<file path="src/rtl/core/efmt_pkg.sv">
// shared types, constants and helpers for the encoder frame multi-turn tracker
// no dependencies

package efmt_pkg;

    localparam int FRAME_W   = 16;
    localparam int POS_W     = 14;
    localparam int TURN_W    = 16;
    localparam int MTC_W     = 30;
    localparam int CPR_W     = 15;
    localparam int THR_W     = 14;
    localparam int CFG_W     = 15;
    localparam int CFG_IDX_W = 1;
    localparam int IN_DATA_W  = 16;
    localparam int OUT_DATA_W = 64;

    localparam logic [CPR_W-1:0] CPR_RESET = CPR_W'(4096);
    localparam logic [THR_W-1:0] THR_RESET = THR_W'(3000);

    // configuration register indexes
    localparam logic [CFG_IDX_W-1:0] REG_COUNTS_PER_REV = 1'b0;
    localparam logic [CFG_IDX_W-1:0] REG_WRAP_THRESHOLD = 1'b1;

    // opcodes
    localparam logic OP_TRACK  = 1'b0;
    localparam logic OP_RESYNC = 1'b1;

    localparam logic signed [TURN_W-1:0] TURN_MAX = 16'sh7FFF;
    localparam logic signed [TURN_W-1:0] TURN_MIN = 16'sh8000;

    localparam logic signed [MTC_W:0]   MTC_MAX_X = 31'sh1FFF_FFFF;
    localparam logic signed [MTC_W:0]   MTC_MIN_X = -31'sh2000_0000;

    typedef logic [POS_W-1:0]         pos_t;
    typedef logic signed [TURN_W-1:0] turn_t;
    typedef logic signed [MTC_W-1:0]  mtc_t;

    // xor over every other position bit starting at bit first
    function automatic logic parity_from(input logic [FRAME_W-1:0] frame, input int first);
        logic acc;
        acc = 1'b0;
        for (int b = 0; b < POS_W; b++)
        begin
            if ((b % 2) == first)
            begin
                acc = acc ^ frame[b];
            end
        end
        return acc;
    endfunction

endpackage

</file>
<file path="src/rtl/core/encoder_frame_multiturn_tracker.sv">
// encoder frame checker with parity test and multi-turn unwrap, depends on efmt_pkg
// a frame is held in the input register, decoded and unwrapped there, and its result is
// offered from the result register, which holds while the result side stalls
// throughput: one frame per cycle; the input stalls only while both stages are full and
// the result side holds back; the multiply-add and saturation set the path into the result register
// reset: asynchronous, active low; clears valids, turns and previous position, loads 4096/3000

module encoder_frame_multiturn_tracker (
    input  logic                                clk,
    input  logic                                rst_n,
    // configuration write port
    input  logic                                cfg_we,
    input  logic [efmt_pkg::CFG_IDX_W-1:0]      cfg_addr,
    input  logic [efmt_pkg::CFG_W-1:0]          cfg_wdata,
    // input stream
    input  logic                                s_tvalid,
    output logic                                s_tready,
    input  logic [efmt_pkg::IN_DATA_W-1:0]      s_tdata,   // [15:0] raw_frame
    input  logic                                s_tuser,   // [0] opcode
    // result stream
    output logic                                m_tvalid,
    input  logic                                m_tready,
    output logic [efmt_pkg::OUT_DATA_W-1:0]     m_tdata,   // [29:0] multi_turn_count,
                                                           // [43:30] position,
                                                           // [59:44] turns, [63:60] zero
    output logic                                m_tuser    // [0] parity_ok
);

    import efmt_pkg::*;

    logic [CPR_W-1:0]   cpr_reg;
    logic [THR_W-1:0]   thr_reg;

    logic               in_valid_reg;
    logic               in_op_reg;
    logic [FRAME_W-1:0] in_frame_reg;

    pos_t               prev_pos_reg;
    turn_t              turn_reg;
    turn_t              turn_next;

    logic               out_valid_reg;
    mtc_t               out_mtc_reg;
    pos_t               out_pos_reg;
    turn_t              out_turn_reg;
    logic               out_ok_reg;

    logic               advance;
    pos_t               pos;
    pos_t               diff;
    logic               wrap_hit;
    logic               parity_ok;
    logic signed [2*TURN_W-1:0] product;
    logic signed [MTC_W+2:0]    mtc_wide;
    mtc_t               mtc_sat;

    // result register frees up as its transfer completes
    assign advance  = !out_valid_reg || m_tready;
    assign s_tready = !in_valid_reg || advance;

    // configuration
    always_ff @(posedge clk or negedge rst_n)
    begin
        if (!rst_n)
        begin
            cpr_reg <= CPR_RESET;
            thr_reg <= THR_RESET;
        end
        else if (cfg_we)
        begin
            unique case (cfg_addr)
                REG_COUNTS_PER_REV: cpr_reg <= cfg_wdata;
                REG_WRAP_THRESHOLD: thr_reg <= cfg_wdata[THR_W-1:0];
                default:            ;
            endcase
        end
    end

    // input register
    always_ff @(posedge clk or negedge rst_n)
    begin
        if (!rst_n)
        begin
            in_valid_reg <= 1'b0;
        end
        else if (s_tready)
        begin
            in_valid_reg <= s_tvalid;
        end
    end

    always_ff @(posedge clk)
    begin
        if (s_tready && s_tvalid)
        begin
            in_op_reg    <= s_tuser;
            in_frame_reg <= s_tdata[FRAME_W-1:0];
        end
    end

    // frame decode and unwrap
    always_comb
    begin
        pos       = in_frame_reg[POS_W-1:0];
        parity_ok = (in_frame_reg[15] == ~parity_from(in_frame_reg, 1)) &&
                    (in_frame_reg[14] == ~parity_from(in_frame_reg, 0));
        diff      = (prev_pos_reg > pos) ? (prev_pos_reg - pos) : (pos - prev_pos_reg);
        wrap_hit  = (in_op_reg == OP_TRACK) && (diff >= thr_reg);
        turn_next = turn_reg;
        if (wrap_hit)
        begin
            // equal positions leave the count alone
            if (prev_pos_reg > pos)
            begin
                if (turn_reg != TURN_MAX)
                begin
                    turn_next = turn_reg + TURN_W'(1);
                end
            end
            else if (prev_pos_reg < pos)
            begin
                if (turn_reg != TURN_MIN)
                begin
                    turn_next = turn_reg - TURN_W'(1);
                end
            end
        end
    end

    // turns times counts per rev plus position, saturated to the output range
    always_comb
    begin
        product  = turn_next * $signed({1'b0, cpr_reg});
        mtc_wide = (MTC_W+3)'(product) + $signed({{(MTC_W+3-POS_W){1'b0}}, pos});
        priority if (mtc_wide > (MTC_W+3)'(MTC_MAX_X))
        begin
            mtc_sat = MTC_MAX_X[MTC_W-1:0];
        end
        else if (mtc_wide < (MTC_W+3)'(MTC_MIN_X))
        begin
            mtc_sat = MTC_MIN_X[MTC_W-1:0];
        end
        else
        begin
            mtc_sat = mtc_wide[MTC_W-1:0];
        end
    end

    // tracking state moves with the item leaving the input register
    always_ff @(posedge clk or negedge rst_n)
    begin
        if (!rst_n)
        begin
            prev_pos_reg  <= '0;
            turn_reg      <= '0;
            out_valid_reg <= 1'b0;
        end
        else if (advance)
        begin
            out_valid_reg <= in_valid_reg;
            if (in_valid_reg)
            begin
                prev_pos_reg <= pos;
                turn_reg     <= turn_next;
            end
        end
    end

    always_ff @(posedge clk)
    begin
        if (advance && in_valid_reg)
        begin
            out_mtc_reg  <= mtc_sat;
            out_pos_reg  <= pos;
            out_turn_reg <= turn_next;
            out_ok_reg   <= parity_ok;
        end
    end

    assign m_tvalid = out_valid_reg;
    assign m_tdata  = {4'b0000, out_turn_reg, out_pos_reg, out_mtc_reg};
    assign m_tuser  = out_ok_reg;

    // input side only stalls when both stages hold an item
    a_stall_full: assert property (@(posedge clk) disable iff (!rst_n)
        !s_tready |-> (in_valid_reg && out_valid_reg && !m_tready))
        else $error("input stalled with a free stage");

    // turn counter moves by at most one per item
    a_turn_step: assert property (@(posedge clk) disable iff (!rst_n)
        $past(rst_n) |-> ((turn_reg == $past(turn_reg)) ||
                          (turn_reg == $past(turn_reg) + TURN_W'(1)) ||
                          (turn_reg == $past(turn_reg) - TURN_W'(1))))
        else $error("turn counter jumped");

    // tracking state holds while no item is processed
    a_state_hold: assert property (@(posedge clk) disable iff (!rst_n)
        !(advance && in_valid_reg) |=> ($stable(turn_reg) && $stable(prev_pos_reg)))
        else $error("tracking state changed without an item");

    // a registered result carries the turn count and position now held as state
    a_turn_match: assert property (@(posedge clk) disable iff (!rst_n)
        (advance && in_valid_reg) |=> (out_turn_reg == turn_reg && out_pos_reg == prev_pos_reg))
        else $error("result and tracking state disagree");

    // a resync item never changes the turn count
    a_resync: assert property (@(posedge clk) disable iff (!rst_n)
        (advance && in_valid_reg && in_op_reg == OP_RESYNC) |=> $stable(turn_reg))
        else $error("resync changed the turn count");

endmodule

</file>
<file path="config.mk">
export PLATFORM = sky130hd
export DESIGN_NAME = encoder_frame_multiturn_tracker
export DESIGN_NICKNAME = d
export VERILOG_FILES = /design/src/rtl/core/efmt_pkg.sv /design/src/rtl/core/encoder_frame_multiturn_tracker.sv
export SDC_FILE = /design/constraint.sdc
export NUM_CORES = 1
export LEC_CHECK = 0
export BUFFER_PORTS_ARGS = -buffer_cell sky130_fd_sc_hd__buf_4
export CAP_MARGIN = 0
export CORE_UTILIZATION = 40
export CTS_BUF_LIST = sky130_fd_sc_hd__clkbuf_16
export CTS_CLUSTER_SIZE = 8
export DETAILED_ROUTE_END_ITERATION = 10
export GPL_TIMING_DRIVEN = 0
export PLACE_DENSITY = 0.62
export SYNTH_ARGS = -nofsm -noshare
export SYNTH_HDL_FRONTEND = slang
export SYNTH_SLANG_ARGS = --single-unit
</file>
<file path="constraint.sdc">
create_clock -name clk -period 16.2 [get_ports clk]
set_input_delay 2.43 -clock clk [delete_from_list [all_inputs] [get_ports clk]]
set_output_delay 2.43 -clock clk [all_outputs]
set_load 0.02 [all_outputs]
</file>
==> results by group <==
Route
  • DR WL/cell: 19.0 um
  • Drt first pass iters: 5
  • DRT Wirelength: roughly 50000 um
  • Via density: 5.22
  • Detailed-route via count: 13700
  • Antenna viol nets, final: 0
  • Drt drc: 0
  • Initial DRC count: between 900 and 1000

Critical path
  • Max Fanout on Critical Path: 10
  • R2R Setup Slk: 1.36 ns
  • Req. time, crit path: approximately 16 ns
  • Crit path largest cell delay: 0.95 ns
  • CP arrival: ~15 ns
  • Worst r2r dst: out_mtc_reg[21]$_SDFFCE_PN1P_
  • Worst-case reg-to-reg path depth: between 40 and 50
  • Worst Setup End Kind: flip-flop
  • Crit path max-delay family: compound AO/OA/AOI/OAI gates
  • Slowest cell on crit path: xnor2_1
  • Top cell by count, worst path: inv_1
  • Worst path bufs/invs: 13
  • CP Class: reg -> reg
  • CP Depth: 44
  • Setup crit start kind: flip-flop
  • R2R Path Start: in_frame_reg[3]$_DFFE_PP_

Synthesis
  • Unique cell type count in the Yosys netlist: 82
  • Yosys warnings: 0
  • Area contributors post-synth: fa_1, edfxtp_1, ha_1
  • Cells after Synth: roughly 1900
  • Synthesized area: ~18000 sq um
  • Syn_area_per_cell: a little under 10 sq um
  • Seq/Total Area, Yosys: around a fifth
  • Synth top area share: between 20% and 30%
  • Asr flop ratio synth: about 44%
  • EDFF count, synth: 78
  • Flops & latches, synth: about 140
  • Dominant synthesized flop cell: edfxtp_1
  • Biggest area consumer among synthesized cells: fa_1

Die
  • Die Wd: 216 um
  • IO Pins: 105
  • Starting Density: about two fifths
  • Die ar.: roughly 47000 sq um
  • Die height: between 200 and 250 um
  • Row Count: 78
  • Core region area: 45300 sq um

Timing
  • Upper clock frequency limit: about 67 MHz
  • Final Hold Fails: 0
  • Relative slew slack: 19.1%
  • Crit share post-route: roughly nine tenths
  • RSZ-0062 raised after global routing: no
  • Setup_tns: 0 ns
  • Minimum clock period: 14.84 ns
  • Slew @ Worst Pin: 1.21 ns
  • Clock Skew: approximately 0.017 ns
  • Max-slew violation count: 0
  • Final setup fails: 0

Hold path
  • Min-Delay Path Class: reg -> reg
  • Hold path depth: 2
  • Worst hold start: prev_pos_reg[13]$_DFFE_PN0P_
  • WHS Endpoint: prev_pos_reg[13]$_DFFE_PN0P_

Finish
  • Reg area: between 3000 and 4000 sq um
  • Layout fillers: approximately 4400
  • Most common cell after layout, fill and taps aside: inv_1
  • Multi-input gate area: roughly 13000 sq um
  • Area Growth Syn to Fin: 11.7%
  • Layout cell share with drive strength beyond 1: around 12%
  • Final net count: 2457
  • Commonest cells after routing, fill and taps aside: inv_1, fa_1, nand2_1
  • Ant. Diodes: 0
  • Final instance area: between 20000 and 25000 sq um
  • Max FFs per register: 30

GRT
  • Grt ovf: 0
  • First-pass GRT wire length: a little over 80000 um
  • Initial antenna violation count: 2
  • Largest net degree at the start of global routing: between 60 and 70
  • Number of global-route vias before repair: 14300
  • Total track usage: 22.5%

Clock network
  • Post-CTS Resized: 0
  • Clk slew on worst S/H paths: ~0.07 ns
  • Number of CTS-inserted buffers: 17
  • Clk buf depth: 2
  • CTS tree: yes
  • Clock tree sinks: between 100 and 150
  • Root Driver: clkbuf_16
  • Hold Buf Count CTS: 0
  • Post-CTS Setup Bufs: 0
  • Clk Latency, worst-skew pair: between 0.4 and 0.5 ns
  • # H-tree levels: 4

Job
  • Max-cap viol count: 0

Placed design
  • I/O Buffers: 100
  • Post-DP Area: 19900 sq um
  • Placer Congestion: between 0.9 and 1
  • Hpwl dp: 40100 um

Status
  • Status: complete, no violations
area by class of cell:
cell class / count / area share, %
Buffer: 85 / 2.19
Timing Repair Buffer: 101 / 3.80
Clock inverter: 15 / 0.831
Multi-Input combinational cell: 1271 / 61.1
Clock buffer: 17 / 2.08
Tap cell: 600 / 3.66
Sequential cell: 139 / 18.9
Inverter: 404 / 7.40
worst max path at each step:
stage | from | to | slack (ns)
after detailed placement | in_frame_reg[2]$_DFFE_PP_ | out_mtc_reg[23]$_SDFFCE_PN1P_ | 1.64
after global routing | in_frame_reg[3]$_DFFE_PP_ | out_mtc_reg[23]$_SDFFCE_PN1P_ | 0.70
after global placement | in_frame_reg[3]$_DFFE_PP_ | out_mtc_reg[28]$_SDFFCE_PN1P_ | 1.72
after floorplan | in_frame_reg[9]$_DFFE_PP_ | out_mtc_reg[19]$_SDFFCE_PN1P_ | 5.38
after CTS | in_frame_reg[2]$_DFFE_PP_ | out_mtc_reg[24]$_SDFFCE_PN1P_ | 1.64
final | in_frame_reg[3]$_DFFE_PP_ | out_mtc_reg[21]$_SDFFCE_PN1P_ | 1.36
routing by layer:
layer  global-route usage [%]  part of all wire (%)  vias up
met3                     3.66                   5.9       54
met5                        0                     0        -
li1                         -                     -     6271
met2                     36.9                    47      426
met1                     30.9                    45     6985
met4                     5.87                   1.7        0
tightest hold or removal path: cells and delay by family (launching register included):
family | cells | cell delay, ns
flip-flops | 1 | 0.35
AO/OA/AOI/OAI | 1 | 0.06
AND/OR/NAND/NOR | 1 | 0.05
cells by family (layout without fill, tap and decap cells):
kind of cell | count (synthesis) | after routing | synth area share, %
muxes | 51 | 51 | 3.05
and+or+nand+nor | 453 | 453 | 12.9
xor gates and xnor gates | 79 | 79 | 3.94
AOI/OAI and AO/OA | 284 | 284 | 10.2
adders and majority gates | 400 | 400 | 38.1
other | 1 | 4 | 0.0204
DFF | 139 | 139 | 21.1
buffers and inverters | 489 | 622 | 10.7
per-stage QoR:
| stage | util, % | instances | hold WS, ns | setup slack (ns) |
|---|---|---|---|---|
| after global placement | 43.8 | 2599 | 0.477 | 1.72 |
| after global routing | 45.2 | 2632 | 0.530 | 0.704 |
| after floorplan | - | 1899 | 0.454 | 5.38 |
| after detailed placement | 43.9 | 2600 | 0.483 | 1.64 |
| after CTS | 45.2 | 2632 | 0.498 | 1.64 |
| final | 45.2 | 2632 | 0.497 | 1.36 |
synth_stat cells, drive strengths merged, types with 3 or more instances:
cell	n
nand3	25
and3	13
and2	106
nor2	46
o21a	11
a21o	23
o211a	3
or3	6
dfrtp	53
o211ai	21
a221oi	3
or2	5
edfxtp	78
a21bo	7
inv	404
o31ai	6
clkbuf	49
and4	7
a211o	4
nor3	26
nand4	5
mux2	39
ha	135
o21ai	93
nand2b	20
mux2i	12
a21oi	52
o221ai	3
fa	265
dfstp	8
a22oi	4
or4	4
nor4	12
a21boi	11
xor2	24
buf	36
nand2	174
xnor2	55
a31oi	8
a211oi	14
Power is not shown: default switching activity piles up to over one toggle a cycle in this logic, so the estimate is an artifact.
